File: src/hw/rtl/tsf_pkg.sv
`default_nettype none

package tsf_pkg;

  // fixed field widths
  localparam int unsigned CHAR_W = 8;
  localparam int unsigned SEG_W  = 8;
  localparam int unsigned POS_W  = 4;
  localparam int unsigned WORD_W = 16;
  localparam int unsigned OUT_TDATA_W = 32;

  localparam logic [CHAR_W-1:0] DOT_CHAR  = 8'h2E;
  localparam logic [SEG_W-1:0]  DP_BIT    = 8'h80;
  localparam logic [SEG_W-1:0]  BLANK_SEG = 8'h00;

  localparam logic [SEG_W-1:0] DIGIT_FONT [0:9] = '{
    8'h7E, 8'h30, 8'h6D, 8'h79, 8'h33, 8'h5B, 8'h5F, 8'h70, 8'h7F, 8'h73
  };

  localparam logic [SEG_W-1:0] LETTER_FONT [0:25] = '{
    8'h77, 8'h7F, 8'h4E, 8'h7E, 8'h4F, 8'h47, 8'h5F, 8'h37, 8'h06, 8'h3C,
    8'h37, 8'h0E, 8'h54, 8'h76, 8'h7E, 8'h67, 8'hFE, 8'h66, 8'h5B, 8'h07,
    8'h3E, 8'h1C, 8'h2A, 8'h37, 8'h3B, 8'h6D
  };

  // frames owed for one accepted character
  typedef struct packed {
    logic             valid;
    logic             has_a;
    logic [SEG_W-1:0] seg_a;
    logic             has_b;
    logic [SEG_W-1:0] seg_b;
    logic             is_end;
  } job_t;

  function automatic logic [SEG_W-1:0] glyph(input logic [CHAR_W-1:0] c);
    logic [CHAR_W-1:0] d_off;
    logic [CHAR_W-1:0] l_off;
    logic [SEG_W-1:0]  g;
    d_off = c - 8'h30;
    l_off = c - 8'h41;
    if (c >= 8'h30 && c <= 8'h39) begin
      g = DIGIT_FONT[d_off[3:0]];
    end else if (c >= 8'h41 && c <= 8'h5A) begin
      g = LETTER_FONT[l_off[4:0]];
    end else if (c == 8'h2D) begin
      g = 8'h01;
    end else if (c == 8'h21) begin
      g = 8'hA0;
    end else begin
      g = BLANK_SEG;
    end
    return g;
  endfunction

endpackage

`default_nettype wire

File: src/hw/rtl/tsf_front.sv
`default_nettype none

// holds one character back and turns each accepted character into a job
module tsf_front (
  input  wire logic                        clk,
  input  wire logic                        rst_n,
  input  wire logic                        accept,
  input  wire logic [tsf_pkg::CHAR_W-1:0]  char_code,
  input  wire logic                        end_of_text,
  output tsf_pkg::job_t                    job
);

  logic [tsf_pkg::CHAR_W-1:0] held_char_r, held_char_nxt;
  logic                       held_valid_r, held_valid_nxt;
  logic [tsf_pkg::CHAR_W-1:0] after_char;
  logic                       after_valid;
  logic                       is_dot;

  assign is_dot = (char_code == tsf_pkg::DOT_CHAR);

  always_comb begin
    job         = '0;
    after_char  = char_code;
    after_valid = 1'b1;
    if (held_valid_r) begin
      job.has_a = 1'b1;
      if (is_dot) begin
        job.seg_a   = tsf_pkg::glyph(held_char_r) | tsf_pkg::DP_BIT;
        after_char  = '0;
        after_valid = 1'b0;
      end else begin
        job.seg_a = tsf_pkg::glyph(held_char_r);
      end
    end
    // held character after this one is always the incoming one when valid
    job.has_b  = end_of_text && after_valid;
    job.seg_b  = tsf_pkg::glyph(char_code);
    job.is_end = end_of_text;
    job.valid  = job.has_a || end_of_text;

    held_char_nxt  = held_char_r;
    held_valid_nxt = held_valid_r;
    if (accept) begin
      if (end_of_text) begin
        held_char_nxt  = '0;
        held_valid_nxt = 1'b0;
      end else begin
        held_char_nxt  = after_char;
        held_valid_nxt = after_valid;
      end
    end
  end

  always_ff @(posedge clk) begin
    if (!rst_n) begin
      held_char_r  <= '0;
      held_valid_r <= 1'b0;
    end else begin
      held_char_r  <= held_char_nxt;
      held_valid_r <= held_valid_nxt;
    end
  end

endmodule

`default_nettype wire

File: src/hw/rtl/tsf_frame.sv
`default_nettype none

// job register, position counter and output register
module tsf_frame #(
  parameter int unsigned NUM_DIGITS = 8
) (
  input  wire logic                      clk,
  input  wire logic                      rst_n,
  input  wire logic                      accept,
  input  wire tsf_pkg::job_t             job,
  output logic                           job_free,
  output logic                           out_tvalid,
  input  wire logic                      out_tready,
  output logic [tsf_pkg::POS_W-1:0]      digit_position,
  output logic [tsf_pkg::SEG_W-1:0]      segment_byte,
  output logic                           last_frame
);

  localparam logic [tsf_pkg::POS_W-1:0] LAST_POS = tsf_pkg::POS_W'(NUM_DIGITS);

  tsf_pkg::job_t                job_r, job_nxt;
  logic [tsf_pkg::POS_W-1:0]    pos_r, pos_nxt;
  logic                         out_valid_r, out_valid_nxt;
  logic [tsf_pkg::POS_W-1:0]    out_pos_r, out_pos_nxt;
  logic [tsf_pkg::SEG_W-1:0]    out_seg_r, out_seg_nxt;
  logic                         out_last_r, out_last_nxt;

  logic                         out_free;
  logic                         step;
  logic                         full;
  logic [tsf_pkg::POS_W-1:0]    pos_inc;
  logic                         at_last;
  logic                         more;
  logic                         done;

  assign out_free = !out_valid_r || out_tready;
  assign step     = job_r.valid && out_free;
  assign full     = (pos_r >= LAST_POS);
  assign pos_inc  = pos_r + 4'd1;
  assign at_last  = (pos_inc == LAST_POS);

  always_comb begin
    // what is still owed after the current frame
    if (job_r.has_a) begin
      more = job_r.has_b || job_r.is_end;
    end else begin
      more = job_r.is_end;
    end
    done = full || at_last || !more;
    job_free = !job_r.valid || (step && done);

    job_nxt       = job_r;
    pos_nxt       = pos_r;
    out_valid_nxt = out_valid_r && !out_tready;
    out_pos_nxt   = out_pos_r;
    out_seg_nxt   = out_seg_r;
    out_last_nxt  = out_last_r;

    if (step) begin
      if (full) begin
        // digit overflow: drop whatever is left of this job
        if (job_r.is_end) begin
          pos_nxt = '0;
        end
      end else begin
        out_valid_nxt = 1'b1;
        out_pos_nxt   = pos_inc;
        out_last_nxt  = at_last;
        if (job_r.has_a) begin
          out_seg_nxt = job_r.seg_a;
        end else if (job_r.has_b) begin
          out_seg_nxt = job_r.seg_b;
        end else begin
          out_seg_nxt = tsf_pkg::BLANK_SEG;
        end
        if (at_last && job_r.is_end) begin
          pos_nxt = '0;
        end else begin
          pos_nxt = pos_inc;
        end
      end
      if (job_r.has_a) begin
        job_nxt.has_a = 1'b0;
      end else begin
        job_nxt.has_b = 1'b0;
      end
      if (done) begin
        job_nxt.valid = 1'b0;
      end
    end

    if (accept && job.valid) begin
      job_nxt = job;
    end
  end

  always_ff @(posedge clk) begin
    if (!rst_n) begin
      job_r       <= '0;
      pos_r       <= '0;
      out_valid_r <= 1'b0;
    end else begin
      job_r       <= job_nxt;
      pos_r       <= pos_nxt;
      out_valid_r <= out_valid_nxt;
    end
  end

  always_ff @(posedge clk) begin
    out_pos_r  <= out_pos_nxt;
    out_seg_r  <= out_seg_nxt;
    out_last_r <= out_last_nxt;
  end

  assign out_tvalid     = out_valid_r;
  assign digit_position = out_pos_r;
  assign segment_byte   = out_seg_r;
  assign last_frame     = out_last_r;

endmodule

`default_nettype wire

File: src/hw/rtl/text_to_seven_segment_frames_core.sv
`default_nettype none

// text to seven-segment display frames
// input stream: one ascii character per transaction, in_tlast on the last
// character of a string; strings are at least one character long
// output stream: one display frame per transaction, digit position 1 to
// NUM_DIGITS, segment byte (bit 7 decimal point) and the packed frame word;
// out_tlast marks the frame at position NUM_DIGITS, which closes a string
// one character is held back so a following '.' can become its decimal point;
// the first character of a string therefore yields no frame unless it closes it
// a frame passes through the job register and then the output register
// before it shows on out_tvalid; further frames owed follow one per cycle
// while out_tready is high; one character per cycle when not stalled, but a
// closing character holds in_tready low until it has stepped out every frame
// it still owes (held digit, flush, blank padding up to NUM_DIGITS)
// digits beyond NUM_DIGITS are dropped without a frame
// reset clears the held character, the job register, the position counter
// and the output valid flag; when the receiver stalls the frame stays on
// out_tdata and in_tready stays low while the pending job cannot finish in this cycle
module text_to_seven_segment_frames_core #(
  parameter int unsigned NUM_DIGITS = 8
) (
  input  wire logic        clk,
  input  wire logic        rst_n,
  input  wire logic        in_tvalid,
  output logic             in_tready,
  input  wire logic [7:0]  in_tdata,   // [7:0] char_code
  input  wire logic        in_tlast,   // end_of_text
  output logic             out_tvalid,
  input  wire logic        out_tready,
  output logic [tsf_pkg::OUT_TDATA_W-1:0] out_tdata,  // [3:0] digit_position,
                                       // [11:4] segment_byte,
                                       // [27:12] frame_word, [31:28] zero
  output logic             out_tlast   // last_frame
);

  tsf_pkg::job_t                 job;
  logic                          job_free;
  logic                          accept;
  logic [tsf_pkg::POS_W-1:0]     digit_position;
  logic [tsf_pkg::SEG_W-1:0]     segment_byte;
  logic [tsf_pkg::WORD_W-1:0]    frame_word;

  // a new character may enter whenever the job register frees this cycle
  assign in_tready = job_free;
  assign accept    = in_tvalid && job_free;

  // lookahead and font lookup
  tsf_front u_front (
    .clk         (clk),
    .rst_n       (rst_n),
    .accept      (accept),
    .char_code   (in_tdata),
    .end_of_text (in_tlast),
    .job         (job)
  );

  // frame sequencing and output register
  tsf_frame #(
    .NUM_DIGITS (NUM_DIGITS)
  ) u_frame (
    .clk            (clk),
    .rst_n          (rst_n),
    .accept         (accept),
    .job            (job),
    .job_free       (job_free),
    .out_tvalid     (out_tvalid),
    .out_tready     (out_tready),
    .digit_position (digit_position),
    .segment_byte   (segment_byte),
    .last_frame     (out_tlast)
  );

  // position in the high byte, segments in the low byte
  assign frame_word = {4'd0, digit_position, segment_byte};
  assign out_tdata  = {4'd0, frame_word, segment_byte, digit_position};

endmodule

`default_nettype wire

File: config.mk
export PLATFORM = sky130hd
export DESIGN_NAME = text_to_seven_segment_frames_core
export DESIGN_NICKNAME = d
export VERILOG_FILES = /design/src/hw/rtl/tsf_pkg.sv /design/src/hw/rtl/tsf_front.sv /design/src/hw/rtl/tsf_frame.sv /design/src/hw/rtl/text_to_seven_segment_frames_core.sv
export SDC_FILE = /design/constraint.sdc
export NUM_CORES = 1
export LEC_CHECK = 0
export ABC_CLOCK_PERIOD_IN_PS = 3580
export CAP_MARGIN = 40
export CELL_PAD_IN_SITES_DETAIL_PLACEMENT = 0
export CELL_PAD_IN_SITES_GLOBAL_PLACEMENT = 1
export CORE_UTILIZATION = 48
export CTS_CLUSTER_DIAMETER = 120
export DETAILED_ROUTE_END_ITERATION = 6
export DONT_BUFFER_PORTS = 1
export PLACE_DENSITY = 0.86
export REMOVE_ABC_BUFFERS = 1
export SLEW_MARGIN = 20
export SYNTH_ARGS = -nofsm -noshare
export SYNTH_HDL_FRONTEND = slang
export SYNTH_SLANG_ARGS = --single-unit
export TNS_END_PERCENT = 20
File: constraint.sdc
create_clock -name clk -period 3.58 [get_ports clk]
set_clock_uncertainty 0.15 [all_clocks]
set_input_delay 0.895 -clock clk [delete_from_list [all_inputs] [get_ports clk]]
set_output_delay 0.895 -clock clk [all_outputs]
set_load 0.1 [all_outputs]
### Yosys cells after proc, flatten, opt, wreduce, memory -nomap -nowiden

Memories as Yosys holds them, arrays and structs flattened.
Index checks and enable logic that the tools add are counted.

* bitwise gates (word level): 5
* equality and inequality tests: 8
* muxes and demuxes: 37
* $lt $le $gt $ge: 13
* reduce and logical (&&, ||, !) cells: 27
* add/sub/neg operators: 5

Operator list (number)
* 8-bit two-way mux: 22
* 8-bit by 6-bit equality test with 1-bit output (second input constant): 5
* 20-bit two-way mux: 1
* 8-bit by 6-bit >= comparator with 1-bit output (second input constant): 2
* 8-bit by 7-bit >= comparator with 1-bit output (second input constant): 2
* 8-bit by 6-bit less-or-equal comparator with 1-bit output (second input constant): 2
* 8-bit by 7-bit less-or-equal comparator with 1-bit output (second input constant): 2
* 6-bit >= comparator (second input constant): 2
* 4-bit two-way mux: 3
* 5-bit inverter with 6-bit output: 2
* 1-bit logical AND: 11
* 5-bit >= comparator (second input constant): 2
* 4-bit inverter with 5-bit output: 2
* 5-bit by 1-bit subtractor with 5-bit output (second input constant): 2
* 1-bit two-way mux: 9
* 9-bit two-way mux: 1
* 2-bit AND reduction: 4
* 4-bit by 1-bit subtractor with 4-bit output (second input constant): 2
* 1-bit logical OR: 6
* 4-bit by 1-bit adder with 4-bit output (second input constant): 1
* 4-bit equality test (second input constant): 1
* 4-bit >= comparator (second input constant): 1
* 1-bit zero test: 4
* 2-bit nonzero test: 2
* 4 further kinds: 4

* logic and storage cells: 112
* bits in registers: 47
* memories kept: 4
* output and inout port bits: 35
* memory bits (read-only): 768

Memory list
* (no name shown): words 32, width 8, rd ports 1, clocked after memory_dff 0, write ports 0, RTL line tsf_pkg.sv:45 `g = LETTER_FONT[l_off[4:0]];`
* (no name shown): words 32, width 8, rd ports 1, clocked after memory_dff 0, write ports 0, RTL line tsf_pkg.sv:45
* (no name shown): words 16, width 8, rd ports 1, clocked after memory_dff 0, write ports 0, RTL line tsf_pkg.sv:43 `g = DIGIT_FONT[d_off[3:0]];`
* (no name shown): words 16, width 8, rd ports 1, clocked after memory_dff 0, write ports 0, RTL line tsf_pkg.sv:43

### Depth between registers and ports, before layout

Gate-level depths: netlist of the first run.

* depth after elaboration: 13
* gate-level depth with buffers: 13
* depth with buffers taken out: 9

### Hierarchy

A second synthesis of the first run with hierarchy kept.

* cells, all modules: 550
* area, all modules: 4220.3 sq um

By module, submodules not included
* tsf_front: seq. area each 180.2 sq um, area an instance 2482.4 sq um, cells an instance 361, times used 1
* tsf_frame: seq. area each 890.9 sq um, area an instance 1577.8 sq um, cells an instance 167, times used 1
* text_to_seven_segment_frames_core: seq. area each 0.0 sq um, area an instance 160.2 sq um, cells an instance 22, times used 1

### Worst setup path after synthesis of the first run

Ideal clock, no wire load.

* kind: input port to flip-flop
* start point: in out_tready
* end point: reg u_frame.job_r[14] (netlist name)
* arrival time: 3.583 ns
* path slack: -0.276 ns
* library setup time: 0.123 ns
* stages: 6
* path buffers: 1
* cells stage by stage: and3b_1 > a31oi_1 > nand2_1 > clkbuf_1 > a32oi_1 > o21ai_1

* word-level cells in the longest chain between the ends: 6

Ends and longest elaborated chain
* from (decl): RTL line text_to_seven_segment_frames_core.sv:30 `input wire logic out_tready,`
* 1-bit logical OR: RTL line tsf_frame.sv:36 `assign out_free = !out_valid_r || out_tready;`
* 1-bit logical AND: RTL line tsf_frame.sv:37 `assign step = job_r.valid && out_free;`
* 1-bit logical AND: RTL line tsf_frame.sv:50 `job_free = !job_r.valid || (step && done);`
* 1-bit logical OR: RTL line tsf_frame.sv:50
* via in_tready: RTL line text_to_seven_segment_frames_core.sv:26 `output logic in_tready,`
* 1-bit logical AND: RTL line text_to_seven_segment_frames_core.sv:46 `assign accept = in_tvalid && job_free;`
* 1-bit logical AND: RTL line tsf_frame.sv:92 `if (accept && job.valid) begin`
* to (signal assigned): RTL line tsf_frame.sv:103 `job_r <= job_nxt;`
* to (decl): RTL line tsf_frame.sv:21 `tsf_pkg::job_t job_r, job_nxt;`

The timed path passes the listed nets, and every way through them passes these cells.
A chain may end at the register's enable or synchronous reset.

### Worst setup path in the final report of the first run

* start point: reg u_front.held_char_r[1] (netlist name)
* end point: reg u_frame.job_r[15] (netlist name)

* word-level cells in the longest chain between the ends: 9

Ends and longest elaborated chain
* from (decl): RTL line tsf_front.sv:13 `logic [tsf_pkg::CHAR_W-1:0] held_char_r, held_char_nxt;`
* from (signal assigned): RTL line tsf_front.sv:59 `held_char_r <= held_char_nxt;`
* 5-bit by 1-bit subtractor with 5-bit output: RTL line tsf_pkg.sv:41 `l_off = c - 8'h41;`
* 5-bit inverter with 6-bit output (not written as such): RTL line tsf_pkg.sv:45
* memory 32 x 8 bit
* 8-bit two-way mux (not written as such) (2 in a row): RTL line tsf_pkg.sv:45
* 8-bit two-way mux: RTL line tsf_pkg.sv:44 `end else if (c >= 8'h41 && c <= 8'h5A) begin`
* 8-bit two-way mux (*): RTL line tsf_pkg.sv:42 `if (c >= 8'h30 && c <= 8'h39) begin`
* 8-bit two-way mux (*): RTL line tsf_front.sv:27 `if (is_dot) begin`
* 9-bit two-way mux (*): RTL line tsf_front.sv:25 `if (held_valid_r) begin`

Every way passes the cells marked *; elsewhere a longest branch is shown, timed or not. The select of a mux whose other input is x is not followed.

==> flow_metrics.tcl, run 1 <==
set metrics [dict create \
    cp_max_fo 15 \
    synth_seq_cells 47 \
    synth_compound_area_share_pct 31.3 \
    route.met2.wl_um 4870 \
    crit_start "u_front.held_char_r[1]" \
    die_w_um 92.7 \
    endpoint "u_frame.job_r[15]" \
    cts_hold_buf 0 \
    synth_simple_gate_area_share_pct 21.3 \
    htreeDepth 2 \
    pin_count 48 \
    yosys.cell_types.count 79 \
    vias 3705 \
    holdCritPathClass "flop to flop" \
    synth-xor-area-share_pct 2.66 \
    fin_crit_sh_pct 85.9 \
    synth_top_family_by_area "compound AO/OA/AOI/OAI gates" \
    synth-async-reset-ratio_pct 0 \
    placed_area_um2 4300 \
    timing.rr.end "u_frame.job_r[15]" \
    netlist_area_um2 3950 \
    critical_path_class "flop to flop" \
    post_cts_buffers 0 \
    wl_um 10400 \
    place_congestion 0.918 \
    setup_violations 0 \
    startpoint_type "flop" \
    diodes 0 \
    ant_nets 0 \
    post-route-util_pct 56.0 \
    yosys_warnings 0 \
    syn_inst 495 \
    fin_nets 517 \
    synth_adder_area_share_pct 5.70 \
    fp.dieH_um 92.7 \
    r2r_cells 10 \
    cp.arrival_ps 3110 \
    timing.rr.start "u_front.held_char_r[1]" \
    muxShareOfSynthArea_pct 2.12 \
    synthToLayoutAreaGrowth_pct 11.3 \
    synthFlopType "dfxtp_1" \
    fp-row-count 32 \
    finalSetupTns_ps 0 \
    via_per_inst 6.29 \
    leakagePower_nw 1.61 \
    grt.total_usage_pct 24.5 \
    synth_edf_count 13 \
    grt_first_pass_wirelength_um 17100 \
    regToRegSetupSlack_ps 500 \
    drive_gt1_share_pct 11.5 \
    cts_root_buf "clkbuf_8" \
    dr_wl_met3_um 708 \
    die-area_um2 8600 \
    maxCapViolations 0 \
    avgSynthCellArea_um2 7.98 \
    synth_area_leaders "dfxtp_1 (17%), edfxtp_1 (9.9%), ha_1 (5.7%)" \
    end_kind "flop" \
    antenna_found_initial 0 \
    synth_top_area_cell "dfxtp_1" \
    cts_tree "built" \
    place_ws_ps 562 \
    required_ps 3610 \
    synth_top_cell_area_share_pct 17.2 \
    grt_pass1_vias 3323 \
    worstSkewPairLatency_ps 300 \
    drtPass1Iterations 5 \
    path_clk_slew_ps 90 \
    irDropWorstVdd_mv 0.187 \
    final_area_um2 4400 \
    routedWlPerCell_um 17.7 \
    worst_pin_slew_ps 886 \
    slew_headroom_pct 41.0 \
    drtIter0Drc 280 \
    drt-met1-wl_um 4730 \
    fin_ws_ps 503 \
    max_clock_freq_mhz 325 \
    status "complete, no violations" \
    cellPowerDensity_nw_per_um2 319 \
    hold_violations 0 \
    cts.sinks 47 \
    initial_core_util_pct 50.4 \
    grt_overflow 0 \
    grt_max_degree 36 \
    ys_seq_area_share_pct 27.1 \
    highest_layer "met4" \
    cts_made_buffers 5 \
    cts_resized 0 \
    drv_slew 0 \
    post-route-min-period_ps 3080 \
    numPortBuffers 0 \
    clockBufferDepth 2 \
    hpwlAfterDp_um 7760 \
    drcViolationCount 0 \
    core_um2 7850 \
    rsz0062_at_grt "no" \
]
-- flip-flops by register name, indices dropped and copies added (netlist names) --
| register | count |
|---|---|
| u_frame.job_r | 20 |
| u_frame.segment_byte | 8 |
| u_frame.out_tvalid | 1 |
| u_front.held_char_r | 8 |
| u_front.held_valid_r | 1 |
| u_frame.last_frame | 1 |
| u_frame.pos_r | 4 |
| u_frame.digit_position | 4 |
-- cells in the final DEF, fill, tap and decap left out, types with 9 or more instances in the layout --
cell | synthesis | layout
nor2_1 | 31 | 31
inv_1 | 19 | 19
nor2b_1 | 13 | 13
buf_4 | 20 | 22
a21oi_1 | 42 | 42
buf_16 | 0 | 12
dfxtp_1 | 34 | 34
edfxtp_1 | 13 | 13
nand2_1 | 38 | 38
o211ai_1 | 9 | 9
ha_1 | 18 | 18
nand3_1 | 10 | 10
nor3_1 | 9 | 9
o21ai_0 | 32 | 32
-- power breakdown --
part	internal, W	switching (W)
Sequential	0.000569	0.0000269
Combinational	0.000151	0.000318
Clock	0.000158	0.000178
-- kinds of logic after synthesis --
logic type                 Yosys count
AOI/OAI and AO/OA                  179
and+or+nand+nor                    156
buffers and inverters               77
DFF                                 47
adders and majority gates           18
xor gates and xnor gates             9
muxes                                8
other                                1
-- cell usage after synthesis, drive strengths merged, types with 4 or more instances --
cell type / n
a211o: 4
a211oi: 5
a21oi: 42
a22o: 8
a2bb2oi: 4
a31oi: 9
a32o: 4
a32oi: 4
and2: 5
and3: 5
and3b: 5
buf: 31
clkbuf: 26
dfxtp: 34
edfxtp: 13
ha: 18
inv: 20
mux2i: 5
nand2: 38
nand2b: 8
nand3: 10
nand4: 4
nor2: 32
nor2b: 13
nor3: 9
nor3b: 7
nor4: 4
o211ai: 9
o21a: 6
o21ai: 37
o21bai: 4
o31a: 4
o31ai: 6
xnor2: 6
-- cell type report --
class                      instances  area [µm²]
inverter                          20        75.1
multi-input combinational        378        2530
fill                             738        3450
clock inverter                     2        16.3
clock buffer                       6        82.6
timing repair buffer              34         495
tap                              102         128
sequential                        47        1070
-- critical path, cell delays in order, from the launching register on --
cell       delay [ps]
dfxtp_1           650
inv_1             160
ha_1              380
inv_1             110
ha_1              340
buf_4             220
nand2b_1          100
o21bai_1           70
a22o_1            240
a2111oi_0         450
o31ai_1           110
-- through the flow --
stage,hold slack [ps],instances,power (W)
3_5_place_dp,323,581,0.00107
3_3_place_gp,309,581,0.00107
4_1_cts,335,589,0.00140
2_1_floorplan,287,445,0.000948
5_1_grt,357,589,0.00147
6_report,331,589,0.00140
-- how the worst min path moves through the flow --
stage | slack (ps) | to | cells past startpoint | start
floorplan | 290 | u_frame.job_r[17] | 2 | u_frame.job_r[17]
global placement | 310 | u_frame.job_r[17] | 2 | u_frame.job_r[17]
detailed placement | 320 | u_frame.job_r[17] | 2 | u_frame.job_r[17]
CTS | 330 | u_frame.job_r[17] | 2 | u_frame.job_r[17]
global route | 360 | u_frame.job_r[17] | 2 | u_frame.job_r[17]
finish | 330 | u_frame.job_r[17] | 2 | u_frame.job_r[17]
-- per-layer routing --
layer | vias up | track usage (%)
met5 | - | 0
met4 | 0 | 4.62
met3 | 15 | 4.60
met2 | 143 | 39.7
met1 | 1751 | 34.1
li1 | 1796 | -
Note: power is estimated with default switching activity, not from simulation.
==> run 2, diff against run 1 <==
Settings changed: BUFFER_PORTS_ARGS from default to -buffer_cell sky130_fd_sc_hd__buf_4, CORE_UTILIZATION 48 to 30, DONT_BUFFER_PORTS 1 to default, PLACE_DENSITY 0.86 to 0.64, RECOVER_POWER from default to 25.
==> flow_metrics.tcl, run 2 (synthesized netlist as in run 1, its figures left out) <==
set metrics [dict create \
    status "complete, no violations" \
    cp_max_fo 24 \
    hold_violations 0 \
    critical_path_class "input port to flop" \
    grt.total_usage_pct 16.6 \
    holdPathStages 2 \
    place_congestion 0.821 \
    setup_violations 0 \
    worst_pin_slew_ps 945 \
    maxCapViolations 0 \
    irDropWorstVdd_mv 0.231 \
    cts.sinks 47 \
    regToRegSetupSlack_ps 690 \
    routedWlPerCell_um 16.5 \
    grt_pass1_vias 3403 \
    crit_path_cell_trace "buf_4, inv_1, ha_1, or3b_4, xnor2_4, xnor2_1, a211o_1, o21ai_1" \
    layout_common_cells "buf_4 (48), a21oi_1 (42), nand2_1 (38)" \
    numPortBuffers 39 \
    hpwlAfterDp_um 8170 \
    via_per_inst 5.53 \
    timing.rr.start "u_front.held_char_r[0]" \
    stdcell_count 677 \
    fin_nets 535 \
    cts_hold_buf 0 \
    cts_made_buffers 5 \
    fp.dieH_um 117 \
    post-route-min-period_ps 3030 \
    largest_reg_flops 20 \
    post_cts_buffers 0 \
    regMostFlops "u_frame.job_r" \
    cts_root_buf "clkbuf_16" \
    placed_area_um2 4270 \
    path_clk_slew_ps 70 \
    vias 3744 \
    min_from "u_frame.job_r[17]" \
    timing.rr.end "u_frame.job_r[15]" \
    grt_max_degree 36 \
    p_total_w 0.00161 \
    leakagePower_nw 1.62 \
    cp.arrival_ps 3100 \
    grt_first_pass_wirelength_um 17900 \
    wl_um 11200 \
    r2r_cells 10 \
    die-area_um2 13600 \
    final_common_cell "buf_4" \
    fp-row-count 41 \
    cpPeakStageDelay_ps 490 \
    dp.cells 669 \
    end_kind "flop" \
    slew_headroom_pct 37.0 \
    antenna_found_initial 0 \
    grt_overflow 0 \
    cts_tree "built" \
    initial_core_util_pct 31.1 \
    htreeDepth 2 \
    drtPass1Iterations 5 \
    drtIter0Drc 237 \
    required_ps 3650 \
    ant_nets 0 \
    pin_count 48 \
    final_area_um2 4440 \
    drcViolationCount 0 \
    cts_resized 0 \
    fin_crit_sh_pct 84.8 \
    die_w_um 117 \
    min_to "u_frame.job_r[17]" \
    crit_slowest_cell "or3b_4" \
    core_um2 12700 \
    holdCritPathClass "flop to flop" \
    drive_gt1_share_pct 14.1 \
    post-route-util_pct 34.9 \
    max_clock_freq_mhz 330 \
    diodes 0 \
    startpoint_type "input port" \
    rsz0062_at_grt "no" \
    whs_ps 317 \
    clockBufferDepth 2 \
    synthToLayoutAreaGrowth_pct 12.3 \
    cellPowerDensity_nw_per_um2 363 \
    worstSkewPairLatency_ps 290 \
    drv_slew 0 \
]
==> run 2: area by class of cell <==
type                    instances  area (µm²)
clock inverters                 3        46.3
multi-input cells             378        2520
well taps                     172         215
fillers                      1362        8290
flip-flops and latches         47        1070
clock buffers                   5         125
repair buffers                 52         380
inverters                      20        75.1
==> run 2: routing by layer <==
layer	wire (µm)	track usage [%]	up-vias
met1	5190	22.5	1783
met2	5250	26.8	104
met3	414	2.18	21
li1	-	-	1836
met5	0	0	-
met4	309	6.33	0
==> run 2: power breakdown <==
| group | leakage (nW) | switching (W) | internal, W |
|---|---|---|---|
| registers | 0.393 | 0.0000235 | 0.000570 |
| logic | 1.15 | 0.000346 | 0.000138 |
| clock network | 0.0804 | 0.000204 | 0.000332 |
| total | 1.62 | 0.000573 | 0.00104 |
==> run 2: metrics by stage <==
| step | setup TNS (ps) | worst slack, ps |
|---|---|---|
| after floorplan | -5760 | -541 |
| after global placement | 0 | 357 |
| after detailed placement | 0 | 291 |
| after CTS | 0 | 586 |
| after global routing | 0 | 390 |
| final | 0 | 545 |
==> run 2: how the worst max path moves through the flow <==
stage	cells past startpoint	slack, ps	from	end
4_1_cts	4	590	u_frame.pos_r[0]	in_tready
3_5_place_dp	8	290	in_tdata[0]	u_frame.job_r[1]
3_3_place_gp	8	360	in_tdata[0]	u_frame.job_r[1]
6_report	8	550	in_tdata[0]	u_frame.job_r[1]
2_1_floorplan	5	-540	out_tready	u_frame.job_r[16]
5_1_grt	8	390	in_tdata[0]	u_frame.job_r[7]
==> run 2: worst max-delay path, delay by kind of cell <==
kind            cells  cell delay (ps)
fa+ha+maj           1              470
simple gates        1              490
buf+inv             2              390
xor+xnor            2              410
compound gates      2              430
